**src/rtl/tfp_pkg.sv**
```systemverilog
// ----------------------------------------------------------------------------
// tfp_pkg
// shared types, register indexes and digit weights for the torque frame parser
// ----------------------------------------------------------------------------
package tfp_pkg;

   localparam int unsigned ByteWidth   = 8;
   localparam int unsigned ValueWidth  = 16;
   localparam int unsigned WeightWidth = 14;
   localparam int unsigned CsrIdxWidth = 1;

   localparam logic [ByteWidth-1:0]  AsciiZero        = 8'd48;
   localparam logic [ByteWidth-1:0]  StartCharReset   = 8'd43;
   localparam logic [ValueWidth-1:0] RejectLimitReset = 16'd25000;

   localparam logic [CsrIdxWidth-1:0] CsrStartChar   = 1'd0;
   localparam logic [CsrIdxWidth-1:0] CsrRejectLimit = 1'd1;

   typedef enum logic [2:0] {
      PH_HUNT = 3'd0,
      PH_SKIP = 3'd1,
      PH_D0   = 3'd2,
      PH_D1   = 3'd3,
      PH_D2   = 3'd4,
      PH_D3   = 3'd5,
      PH_SEP  = 3'd6,
      PH_D4   = 3'd7
   } phase_type;

   typedef struct packed {
      logic                  frame_end;
      logic [ValueWidth-1:0] value;
      logic                  held;
   } result_type;

   function automatic logic [WeightWidth-1:0] digit_weight(input phase_type ph);
      logic [WeightWidth-1:0] w;
      case (ph)
         PH_D0:   w = 14'd10000;
         PH_D1:   w = 14'd1000;
         PH_D2:   w = 14'd100;
         PH_D3:   w = 14'd10;
         PH_D4:   w = 14'd1;
         default: w = 14'd0;
      endcase
      return w;
   endfunction

endpackage

```
**src/rtl/tfp_parse.sv**
```systemverilog
// ----------------------------------------------------------------------------
// tfp_parse
// frame sequencer, digit accumulator and rejection against the last good value
// ----------------------------------------------------------------------------
module tfp_parse import tfp_pkg::*; (
   input  logic                  clock,
   input  logic                  reset,
   input  logic                  step,
   input  logic [ByteWidth-1:0]  rx_byte,
   input  logic [ByteWidth-1:0]  start_char,
   input  logic [ValueWidth-1:0] reject_limit,
   output result_type            result
);

   localparam int unsigned ProdWidth = ByteWidth + WeightWidth;

   phase_type               phase_ff, phase_in;
   logic [ValueWidth-1:0]   accum_ff, accum_in;
   logic [ValueWidth-1:0]   last_good_ff, last_good_in;
   logic [ByteWidth-1:0]    digit;
   logic [ProdWidth-1:0]    product;
   logic [ValueWidth-1:0]   base;
   logic [ValueWidth-1:0]   sum;
   logic                    is_digit;
   logic                    rejected;

   // next phase
   always_comb begin
      case (phase_ff)
         PH_HUNT: phase_in = (rx_byte == start_char) ? PH_SKIP : PH_HUNT;
         PH_SKIP: phase_in = PH_D0;
         PH_D0:   phase_in = PH_D1;
         PH_D1:   phase_in = PH_D2;
         PH_D2:   phase_in = PH_D3;
         PH_D3:   phase_in = PH_SEP;
         PH_SEP:  phase_in = PH_D4;
         PH_D4:   phase_in = PH_HUNT;
         default: phase_in = PH_HUNT;
      endcase
   end

   // digit datapath and outputs
   always_comb begin
      is_digit = phase_ff inside {PH_D0, PH_D1, PH_D2, PH_D3, PH_D4};
      digit    = rx_byte - AsciiZero;
      product  = ProdWidth'(digit) * ProdWidth'(digit_weight(phase_ff));
      base     = (phase_ff == PH_D0) ? '0 : accum_ff;
      sum      = base + product[ValueWidth-1:0];
      rejected = sum >= reject_limit;

      accum_in         = is_digit ? sum : accum_ff;
      result.frame_end = (phase_ff == PH_D4);
      result.held      = rejected;
      result.value     = rejected ? last_good_ff : sum;
      last_good_in     = result.frame_end ? result.value : last_good_ff;
   end

   always_ff @(posedge clock) begin
      if (reset) begin
         phase_ff     <= PH_HUNT;
         accum_ff     <= '0;
         last_good_ff <= '0;
      end else if (step) begin
         phase_ff     <= phase_in;
         accum_ff     <= accum_in;
         last_good_ff <= last_good_in;
      end
   end

endmodule

```
**src/rtl/torque_frame_parser.sv**
```systemverilog
// ----------------------------------------------------------------------------
// torque_frame_parser
// parses serial frames from a torque indicator into readings in tenths
// ----------------------------------------------------------------------------
// One received byte enters per req beat and the block takes one byte every
// cycle while intake is not stopped: a byte sits in the input register, where
// the frame sequencer consumes it combinationally (one 8 x 14 bit multiply-add
// and a compare). Bytes are dropped until start_char; after it one byte is
// skipped, four digits are taken, a separator is skipped and a fifth digit
// closes the frame and sets the rsp register, raising rsp_tvalid:
// tdata is the reading in tenths and tuser is set when the reading reached
// reject_limit and the previous good reading was repeated. Only a stalled rsp
// holding a finished reading can stop intake. Write csr registers only while
// no frame byte is in flight.
module torque_frame_parser import tfp_pkg::*; (
   input  logic                   clock,
   input  logic                   reset,
   input  logic                   req_tvalid,
   output logic                   req_tready,
   input  logic [ByteWidth-1:0]   req_tdata,    // [7:0] rx_byte
   output logic                   rsp_tvalid,
   input  logic                   rsp_tready,
   output logic [ValueWidth-1:0]  rsp_tdata,    // [15:0] torque_tenths
   output logic                   rsp_tuser,    // [0] held
   input  logic                   csr_valid,
   output logic                   csr_ready,
   input  logic [CsrIdxWidth-1:0] csr_index,
   input  logic [ValueWidth-1:0]  csr_data
);

   logic                  in_valid_ff, in_valid_in;
   logic [ByteWidth-1:0]  in_byte_ff, in_byte_in;
   logic                  rsp_valid_ff, rsp_valid_in;
   logic [ValueWidth-1:0] rsp_value_ff, rsp_value_in;
   logic                  rsp_held_ff, rsp_held_in;
   logic [ByteWidth-1:0]  start_char_ff;
   logic [ValueWidth-1:0] reject_limit_ff;
   logic                  req_accept;
   logic                  out_free;
   logic                  adv;
   result_type            result;

   tfp_parse u_parse (
      .clock        (clock),
      .reset        (reset),
      .step         (adv),
      .rx_byte      (in_byte_ff),
      .start_char   (start_char_ff),
      .reject_limit (reject_limit_ff),
      .result       (result)
   );

   always_comb begin
      out_free    = !rsp_valid_ff || rsp_tready;
      adv         = in_valid_ff && (!result.frame_end || out_free);
      req_tready  = !in_valid_ff || adv;
      req_accept  = req_tvalid && req_tready;
      in_valid_in = req_accept || (in_valid_ff && !adv);
      in_byte_in  = req_accept ? req_tdata : in_byte_ff;

      rsp_valid_in = rsp_valid_ff && !rsp_tready;
      rsp_value_in = rsp_value_ff;
      rsp_held_in  = rsp_held_ff;
      if (adv && result.frame_end) begin
         rsp_valid_in = 1'b1;
         rsp_value_in = result.value;
         rsp_held_in  = result.held;
      end
   end

   always_ff @(posedge clock) begin
      if (reset) begin
         in_valid_ff  <= 1'b0;
         rsp_valid_ff <= 1'b0;
      end else begin
         in_valid_ff  <= in_valid_in;
         rsp_valid_ff <= rsp_valid_in;
      end
      in_byte_ff   <= in_byte_in;
      rsp_value_ff <= rsp_value_in;
      rsp_held_ff  <= rsp_held_in;
   end

   // configuration registers
   assign csr_ready = 1'b1;

   always_ff @(posedge clock) begin
      if (reset) begin
         start_char_ff   <= StartCharReset;
         reject_limit_ff <= RejectLimitReset;
      end else if (csr_valid && csr_ready) begin
         case (csr_index)
            CsrStartChar:   start_char_ff   <= csr_data[ByteWidth-1:0];
            CsrRejectLimit: reject_limit_ff <= csr_data;
            default: ;
         endcase
      end
   end

   assign rsp_tvalid = rsp_valid_ff;
   assign rsp_tdata  = rsp_value_ff;
   assign rsp_tuser  = rsp_held_ff;

   a_no_overwrite: assert property (@(posedge clock) disable iff (reset)
      (adv && result.frame_end) |-> (!rsp_valid_ff || rsp_tready))
      else $error("finished reading overwrote a pending rsp beat");

   a_byte_kept: assert property (@(posedge clock) disable iff (reset)
      (in_valid_ff && !adv) |=> (in_valid_ff && $stable(in_byte_ff)))
      else $error("stalled input byte lost");

   a_ready_when_empty: assert property (@(posedge clock) disable iff (reset)
      !in_valid_ff |-> req_tready)
      else $error("empty input register refused a byte");

endmodule

```
**config.mk**
```make
export PLATFORM = sky130hd
export DESIGN_NAME = torque_frame_parser
export DESIGN_NICKNAME = d
export VERILOG_FILES = /design/src/rtl/tfp_pkg.sv /design/src/rtl/tfp_parse.sv /design/src/rtl/torque_frame_parser.sv
export SDC_FILE = /design/constraint.sdc
export NUM_CORES = 1
export LEC_CHECK = 0
export BUFFER_PORTS_ARGS = -buffer_cell sky130_fd_sc_hd__buf_4
export CORE_MARGIN = 5
export CORE_UTILIZATION = 40
export DETAILED_ROUTE_END_ITERATION = 12
export SYNTH_ARGS = -nofsm -noshare
export SYNTH_HDL_FRONTEND = slang
export SYNTH_SLANG_ARGS = --single-unit
```
**constraint.sdc**
```tcl
create_clock -name clock -period 6.3 [get_ports clock]
set_clock_uncertainty 0.2 [all_clocks]
set_input_delay 1.575 -clock clock [delete_from_list [all_inputs] [get_ports clock]]
set_output_delay 1.575 -clock clock [all_outputs]
set_load 0.01 [all_outputs]
```
==> flow_metrics.tcl, run 1 <==
set metrics [dict create \
    outcome "finished, violations left" \
    violations "negative setup slack" \
    period_share_pct 101 \
    yosys.area.top_type "fa_1" \
    hold_path.class "reg2reg" \
    hold_buffers 0 \
    synth.yosys.warnings 0 \
    port_buffers 48 \
    clkLatencyLatePin_ns 0.35 \
    clock_path_buffers 2 \
    fmax_ghz 0.157 \
    die_x_um 141 \
    die_area_um2 19800 \
    cpMostUsedCell "fa_1" \
    synthesis.area_um2 6830 \
    wl_um 17800 \
    synth_top_area_share_pct 19.6 \
    grt_max_degree 66 \
    synthesis.nets 923 \
    ir_drop_v 0.000169 \
    synth.distinct_cells 50 \
    synth.area.top_cells "fa_1 20%, dfxtp_1 18%, edfxtp_1 11%" \
    layout-drive-gt1-share_pct 33.2 \
    critPathSlowestCell "fa_1" \
    synth_ff_type "dfxtp_1" \
    tightestPinTransition_ns 1.19 \
    path_depth 28 \
    hold_slack_ns 0.252 \
    p_leak_uw 0.00420 \
    core_um2 16600 \
    post-route-util_pct 55.1 \
    async_flop_share_pct 0 \
    drtIter0Drc 285 \
    overflow 0 \
    period_needed_ns 6.38 \
    area_delta_synth_final_pct 34.4 \
    syn_inst 779 \
    grt_pass1_vias 5840 \
    die_h_um 141 \
    final_common_cell "buf_4" \
    fillers 1507 \
    yosysSeqAreaShare_pct 28.9 \
    cts.sinks 86 \
    finalSetupTns_ns -0.696 \
    required_ns 6.20 \
    insertedDiodeCount 0 \
    maxCapViolCount 0 \
    cts_tree "done" \
    numCtsBuffers 9 \
    dp_slack_ns -0.432 \
    path_class "reg2reg" \
    end_kind "register" \
    worst_path_largest_cell_delay_ns 0.54 \
    rr_worst_depth 28 \
    finalSetupViolCount 13 \
    cp.buffers_inverters 8 \
    synth_edf_count 25 \
    final_area_um2 9180 \
    crit_fanout 5 \
    grt_antenna_before_repair 0 \
    slew_headroom_pct 20.6 \
    clk_pin_slew_ns 0.07 \
    ios 50 \
    start_util_pct 41.0 \
    gp_congestion 0.908 \
    crit_arrival_ns 6.28 \
    avgSynthCellArea_um2 8.76 \
    critPathTopFamily "adder cells" \
    grt_pass1_wl_um 29100 \
    vias 5653 \
    rsz0062_at_grt "yes" \
    start_kind "register" \
    finalNetCount 1076 \
    row_count 47 \
    powerDensity_nw_per_um2 134 \
    fin_ws_ns -0.0786 \
    drv_slew 0 \
    clockRootBuffer "clkbuf_16" \
    routed_via_density 4.89 \
    yosys_register_bits 86 \
    whs_path_depth 2 \
    wire_per_inst_um 15.4 \
    htree_levels 3 \
    detailed_place_hpwl_um 14000 \
    drc_errors 0 \
    grt_usage_pct 18.4 \
    hold_violations 0 \
    antenna_left 0 \
    drtPass1Iterations 5 \
    layout_common_cells "165 x buf_4, 125 x inv_1, 108 x nand2_1" \
    postPlaceCellArea_um2 8270 \
]
tightest hold or removal path, delay by kind of cell, from the launching register on:
family / cells / cell delay [ns]
DFF: 1 / 0.31
and+or+nand+nor: 1 / 0.05
AOI/OAI and AO/OA: 1 / 0.05
final cells by class:
class                      instances  area, µm²  area share (%)
clock inverter                     6       52.6           0.573
clock buffer                      10        239            2.60
multi-input combinational        526       4760            51.9
tap                              220        275            3.00
sequential                        86       1980            21.5
timing repair buffer             175       1370            14.9
inverter                         134        505            5.51
final timing paths:
kind                                     from  slack (ns)                          endpoint
max          u_parse.phase_ff[1]$_SDFFE_PP0P_       -0.08            rsp_tdata[9]$_DFFE_PP_
min          u_parse.accum_ff[0]$_SDFFE_PP0P_        0.25  u_parse.accum_ff[0]$_SDFFE_PP0P_
max reg2reg  u_parse.phase_ff[1]$_SDFFE_PP0P_       -0.08            rsp_tdata[9]$_DFFE_PP_
min reg2reg  u_parse.accum_ff[0]$_SDFFE_PP0P_        0.25  u_parse.accum_ff[0]$_SDFFE_PP0P_
metrics by stage:
stage	total power [µW]	instances
global route	1280	1157
CTS	1240	1152
global placement	702	1131
finish	1230	1157
detailed placement	703	1131
floorplan	655	779
state kept, by name, summed over array words and instances, names as in the netlist:
| register | cells |
|---|---|
| reject_limit_ff | 16 |
| rsp_tdata | 16 |
| u_parse.accum_ff | 16 |
| u_parse.last_good_ff | 16 |
| in_byte_ff | 8 |
| start_char_ff | 8 |
| u_parse.phase_ff | 3 |
| in_valid_ff | 1 |
| rsp_tuser | 1 |
| rsp_tvalid | 1 |
synthesized netlist by cell type, types with 2 or more instances:
| master | number |
|---|---|
| a21o_1 | 3 |
| nand4_1 | 3 |
| nor2b_1 | 7 |
| o31ai_1 | 4 |
| nand3_1 | 15 |
| o21a_1 | 8 |
| buf_2 | 8 |
| a211oi_1 | 5 |
| mux2_2 | 9 |
| fa_1 | 67 |
| nand2b_1 | 7 |
| dfxtp_1 | 61 |
| o211ai_1 | 2 |
| and2_1 | 20 |
| a31oi_1 | 2 |
| inv_1 | 134 |
| a2111oi_0 | 2 |
| nand2_1 | 128 |
| buf_4 | 2 |
| nor3_1 | 9 |
| xnor2_1 | 21 |
| a21oi_1 | 51 |
| ha_1 | 47 |
| mux2i_1 | 6 |
| clkbuf_1 | 23 |
| a21boi_0 | 2 |
| xor2_1 | 3 |
| a311oi_1 | 2 |
| nor2_1 | 38 |
| a211o_1 | 3 |
| and3_1 | 7 |
| nand3b_1 | 15 |
| o21ai_0 | 22 |
| edfxtp_1 | 25 |
| or3_1 | 3 |
routing by layer:
layer	global-route usage [%]	vias up	part of all wire (%)
li1	-	2803	-
met1	24.5	2721	45
met2	31.6	108	49
met3	2.68	21	3.5
met4	4.59	0	1.6
met5	0	-	0
repair_timing:
action	4_1_cts	5_1_grt
cloned	0	0
pin swaps	36	54
setup buffers	5	5
resized for setup	80	54
setup endpoints to repair	33	33
report_power, final:
| part | switching (µW) | internal (µW) | leakage (µW) |
|---|---|---|---|
| Clock | 244 | 285 | 0.000139 |
| Sequential | 11.6 | 580 | 0.000736 |
| Combinational | 59.1 | 53.8 | 0.00333 |
| Total | 315 | 919 | 0.00420 |
cell families (layout without fill, tap and decap cells):
group	Yosys count	after routing	share of synthesized area, %
and+or+nand+nor	256	256	17.3
buffers and inverters	167	325	9.44
AOI/OAI and AO/OA	115	115	10.3
adders and majority gates	114	114	28.3
DFF	86	86	28.9
xor gates and xnor gates	25	25	3.41
muxes	15	15	2.36
other	1	1	0.0549
Power figures use the tool's default switching activity.
==> run 2: changes to the inputs <==
--- a/config.mk
+++ b/config.mk
@@ -9,6 +9,8 @@
 export CORE_MARGIN = 5
 export CORE_UTILIZATION = 40
 export DETAILED_ROUTE_END_ITERATION = 12
+export PLACE_DENSITY = 0.59
+export RECOVER_POWER = 25
 export SYNTH_ARGS = -nofsm -noshare
 export SYNTH_HDL_FRONTEND = slang
 export SYNTH_SLANG_ARGS = --single-unit
==> run 2 against run 1 <==
The run still ends with negative setup slack left; combinational power is 6% higher; maximum frequency hardly changed; register-to-register slack barely moved; sequential cell count is the same; power rose by 1.6%; critical path depth is 2 lower; clock-buffer cell count is the same; clock power grew 2%.
==> flow_metrics.tcl, run 2 (same netlist as run 1, synthesis figures left out) <==
set metrics [dict create \
    ios 50 \
    area_delta_synth_final_pct 35.8 \
    drv_slew 0 \
    end_kind "register" \
    path_class "reg2reg" \
    dp_slack_ns -0.421 \
    gp_congestion 0.896 \
    layout-drive-gt1-share_pct 32.7 \
    dpl.cell_count 1123 \
    drc_errors 0 \
    hold_path.class "reg2reg" \
    clockRootBuffer "clkbuf_16" \
    final_common_cell "buf_4" \
    crit_fanout 5 \
    tightestPinTransition_ns 1.14 \
    fin_ws_ns -0.0796 \
    clock_path_buffers 2 \
    grt_max_degree 66 \
    wire_per_inst_um 15.8 \
    drtIter0Drc 311 \
    start_util_pct 41.0 \
    ir_drop_v 0.000140 \
    die_h_um 141 \
    wl_um 18200 \
    slew_headroom_pct 23.8 \
    p_leak_uw 0.00422 \
    layout_common_cells "152 x buf_4, 130 x inv_1, 111 x nand2_1" \
    htree_levels 3 \
    grt_usage_pct 18.4 \
    clk_pin_slew_ns 0.07 \
    rsz0062_at_grt "yes" \
    die_area_um2 19800 \
    port_buffers 48 \
    period_needed_ns 6.38 \
    violations "negative setup slack" \
    core_um2 16600 \
    start_kind "register" \
    cts_tree "done" \
    outcome "finished, violations left" \
    drtPass1Iterations 4 \
    cts.sinks 86 \
    required_ns 6.20 \
    maxCapViolCount 0 \
    powerDensity_nw_per_um2 135 \
    hold_violations 0 \
    hold_buffers 0 \
    grt_pass1_vias 5789 \
    fmax_ghz 0.157 \
    insertedDiodeCount 0 \
    period_share_pct 101 \
    routed_via_density 4.90 \
    row_count 47 \
    vias 5675 \
    antenna_left 0 \
    overflow 0 \
    detailed_place_hpwl_um 14100 \
    numCtsBuffers 9 \
    clkLatencyLatePin_ns 0.35 \
    finalNetCount 1076 \
    instances_no_fill 1157 \
    finalSetupViolCount 15 \
    grt_antenna_before_repair 0 \
    die_x_um 141 \
    grt_pass1_wl_um 29100 \
    crit_arrival_ns 6.28 \
]
[run 2: changes by cell type in the layout (fill, tap and decap cells not counted), sizes merged]
cell / previous run / this run
inv: 137 / 136
clkbuf: 10 / 21
bufinv: 0 / 1
buf: 175 / 164
[run 2: power breakdown]
group          internal [µW]  switching (µW)  total (µW)
combinational           60.6            59.4         120
sequential               580            11.9         591
clock                    311             231         542
total                    951             302        1250
[run 2: critical path: stages (launching register included)]
cell and delay, ns:
edfxtp_1 0.50, a21oi_2 0.18, xnor2_1 0.12, buf_4 0.17, nand2b_4 0.13, fa_1 0.43, fa_1 0.49, inv_1 0.05
fa_1 0.49, inv_2 0.04, fa_1 0.55, inv_2 0.05, ha_4 0.17, buf_6 0.11, o21a_1 0.19, o21ai_2 0.20
nand2_2 0.08, a41oi_2 0.24, xor2_2 0.22, inv_1 0.09, ha_1 0.29, nand4_1 0.15, nor3_2 0.18, o21ai_2 0.11
o21a_4 0.27, buf_12 0.14, mux2_2 0.28
[run 2: worst paths after layout]
path / to / depth (start not counted) / slack [ns] / startpoint
worst max register to register: rsp_tdata[9]$_DFFE_PP_ / 26 / -0.08 / in_byte_ff[4]$_DFFE_PP_
worst min-delay path: reject_limit_ff[4]$_SDFFE_PP0P_ / 2 / 0.26 / reject_limit_ff[4]$_SDFFE_PP0P_
worst min register to register: reject_limit_ff[4]$_SDFFE_PP0P_ / 2 / 0.26 / reject_limit_ff[4]$_SDFFE_PP0P_
worst max-delay path: rsp_tdata[9]$_DFFE_PP_ / 26 / -0.08 / in_byte_ff[4]$_DFFE_PP_
[run 2: routing by layer]
layer  vias to the layer above  track usage (%)  routed length (µm)
met4                         0             4.18                 257
met1                      2762             24.2                8460
met5                         -                0                   0
met3                        18             2.68                 571
li1                       2800                -                   -
met2                        95             32.2                8960
[run 2: cell type report]
| class | instances | area (µm²) |
|---|---|---|
| clock buffer | 10 | 229 |
| tap | 220 | 275 |
| multi-input combinational | 526 | 4800 |
| fill | 1506 | 7370 |
| inverter | 134 | 508 |
| timing repair buffer | 175 | 1410 |
| sequential | 86 | 1980 |
| clock inverter | 6 | 70.1 |
[run 2: what timing repair did]
| item | CTS | global route |
|---|---|---|
| gates cloned | 1 | 2 |
| buffers inserted | 5 | 10 |
| resized for setup | 56 | 84 |
| pin swaps | 15 | 43 |
| endpoints found under the setup margin | 33 | 33 |
[run 2: stage by stage]
step | utilization, % | hold WS [ns] | total power, µW | cell area, µm² | TNS (ns)
detailed placement | 49.3 | 0.248 | 700 | 8210 | -9.32
CTS | 52.9 | 0.258 | 1250 | 8800 | 0
floorplan | - | 0.232 | 655 | 6900 | 0
global placement | 49.3 | 0.242 | 700 | 8210 | -9.15
global route | 55.7 | 0.285 | 1300 | 9280 | -6.52
finish | 55.7 | 0.256 | 1250 | 9280 | -0.701
==> run 3: changes to the inputs <==
--- a/config.mk
+++ b/config.mk
@@ -11,6 +11,7 @@
 export DETAILED_ROUTE_END_ITERATION = 12
 export PLACE_DENSITY = 0.59
 export RECOVER_POWER = 25
+export SKIP_CTS_REPAIR_TIMING = 1
 export SYNTH_ARGS = -nofsm -noshare
 export SYNTH_HDL_FRONTEND = slang
 export SYNTH_SLANG_ARGS = --single-unit
==> run 3 against run 2 <==
Sequential share of layout area is 0.43 points higher; sequential power hardly changed; core utilization is 1.2 points lower; critical path depth is 1 higher; the run still ends with negative setup slack left; clock power hardly changed; via count is 1.4% lower; first-iteration DRC count is 24% lower; die area stayed put.
==> flow_metrics.tcl, run 3 (same netlist as run 1, synthesis figures left out) <==
set metrics [dict create \
    comb_power_share_pct 8.8 \
    grt.met1_usage_pct 23.7 \
    hold_violations 0 \
    crit_start "u_parse.phase_ff[1]$_SDFFE_PP0P_" \
    detailed_place_hpwl_um 14100 \
    gr-usage-met3_pct 2.88 \
    antenna_left 0 \
    fin_ws_ns -0.0659 \
    drtIter0Drc 237 \
    maxCapViolCount 0 \
    vias 5595 \
    grt_pass1_wl_um 28200 \
    outcome "finished, violations left" \
    clkLatencyLatePin_ns 0.34 \
    cts.sinks 86 \
    powerDensity_nw_per_um2 137 \
    finalNetCount 1072 \
    swShare_pct 23.9 \
    instances_no_fill 1153 \
    critPathSlowestCell "fa_1" \
    drc_errors 0 \
    top_usage_layer "met2" \
    finalSetupTns_ns -0.573 \
    layout-drive-gt1-share_pct 29.7 \
    pwr-share-seq_pct 47.7 \
    die_area_um2 19800 \
    postPlaceCellArea_um2 8210 \
    layout_common_cells "153 x buf_4, 130 x inv_1, 119 x nand2_1" \
    crit_fanout 6 \
    power_frac_clock_pct 43.5 \
    cts_tree "done" \
    dpl.cell_count 1123 \
    internal_power_uw 944 \
    htree_levels 3 \
    wire_per_inst_um 15.5 \
    start_util_pct 41.0 \
    area_delta_synth_final_pct 33.0 \
    grt_pass1_vias 5662 \
    numCtsBuffers 9 \
    fmax_ghz 0.157 \
    drv_slew 0 \
    multi_input_area_um2 4660 \
    drtPass1Iterations 5 \
    grt_antenna_before_repair 0 \
    end_kind "register" \
    tightestPinTransition_ns 1.11 \
    row_count 47 \
    overflow 0 \
    core_um2 16600 \
    gp_congestion 0.896 \
    regToRegSetupSlack_ns -0.07 \
    regArea_um2 1980 \
    fillers 1511 \
    period_share_pct 101 \
    grt_max_degree 66 \
    clockRootBuffer "clkbuf_16" \
    p_leak_uw 0.00420 \
    clock_path_buffers 2 \
    wl_um 17900 \
    hold_slack_ns 0.255 \
    use_met2_pct 30.7 \
    insertedDiodeCount 0 \
    grt_usage_pct 17.9 \
    endpoint "rsp_tdata[6]$_DFFE_PP_" \
    cpMostUsedCell "fa_1" \
    rsz0062_at_grt "yes" \
    period_needed_ns 6.37 \
    start_kind "register" \
    hold_path.class "reg2reg" \
    ir_drop_v 0.000140 \
    finalSetupViolCount 14 \
    rr_endpoint "rsp_tdata[6]$_DFFE_PP_" \
    reg2reg_from "u_parse.phase_ff[1]$_SDFFE_PP0P_" \
    rr_worst_depth 27 \
    die_h_um 141 \
    required_ns 6.20 \
    final_common_cell "buf_4" \
    slew_headroom_pct 25.9 \
    post-route-util_pct 54.6 \
    port_buffers 48 \
    crit_arrival_ns 6.26 \
    worst_path_largest_cell_delay_ns 0.54 \
    switchingPower_uw 297 \
    clk_pin_slew_ns 0.06 \
    die_x_um 141 \
    path_class "reg2reg" \
    ios 50 \
    final_area_um2 9080 \
    violations "negative setup slack" \
    routed_via_density 4.85 \
]
[run 3: stage by stage]
stage | total power (µW) | setup slack [ns]
final | 1240 | -0.0659
after global routing | 1280 | -0.308
after CTS | 1240 | -0.426
after detailed placement | 700 | -0.421
after global placement | 700 | -0.422
after floorplan | 655 | 0.0109
[run 3: how the worst min path moves through the flow]
stage | from | to | slack, ns | depth (start not counted)
CTS | u_parse.last_good_ff[0]$_SDFFE_PP0P_ | u_parse.last_good_ff[0]$_SDFFE_PP0P_ | 0.26 | 2
finish | reject_limit_ff[4]$_SDFFE_PP0P_ | reject_limit_ff[4]$_SDFFE_PP0P_ | 0.26 | 2
floorplan | u_parse.accum_ff[0]$_SDFFE_PP0P_ | u_parse.accum_ff[0]$_SDFFE_PP0P_ | 0.23 | 2
global placement | u_parse.accum_ff[2]$_SDFFE_PP0P_ | u_parse.accum_ff[2]$_SDFFE_PP0P_ | 0.24 | 2
global route | u_parse.last_good_ff[0]$_SDFFE_PP0P_ | u_parse.last_good_ff[0]$_SDFFE_PP0P_ | 0.28 | 2
detailed placement | u_parse.last_good_ff[0]$_SDFFE_PP0P_ | u_parse.last_good_ff[0]$_SDFFE_PP0P_ | 0.25 | 2
[run 3: power by group through the flow]
| stage | clock network (µW) | registers (µW) | logic (µW) |
|---|---|---|---|
| final | 540 | 592 | 109 |
| after global routing | 572 | 593 | 120 |
| after CTS | 552 | 591 | 97.0 |
| after detailed placement | 0 | 604 | 96.7 |
| after global placement | 0 | 603 | 97.3 |
| after floorplan | 0 | 599 | 56.2 |
[run 3: layout make-up]
class	instances	area share, %
Clock buffer	10	2.52
Inverter	134	5.59
Timing Repair Buffer	171	15.0
Multi-Input combinational cell	526	51.3
Sequential cell	86	21.8
Tap cell	220	3.03
Clock inverter	6	0.772
[run 3: critical path: cells and delay by family, from the launching register on]
kind	cells	cell delay, ns
adder cells (fa/ha/maj)	6	2.52
flip-flops	1	0.36
AO/OA/AOI/OAI	8	1.60
AND/OR/NAND/NOR	4	0.41
buffers and inverters	8	0.70
multiplexers	1	0.32
[run 3: metal layers]
layer	up-vias	wire (µm)
met2	88	8810
li1	2794	-
met3	17	583
met4	0	274
met1	2696	8250
met5	-	0
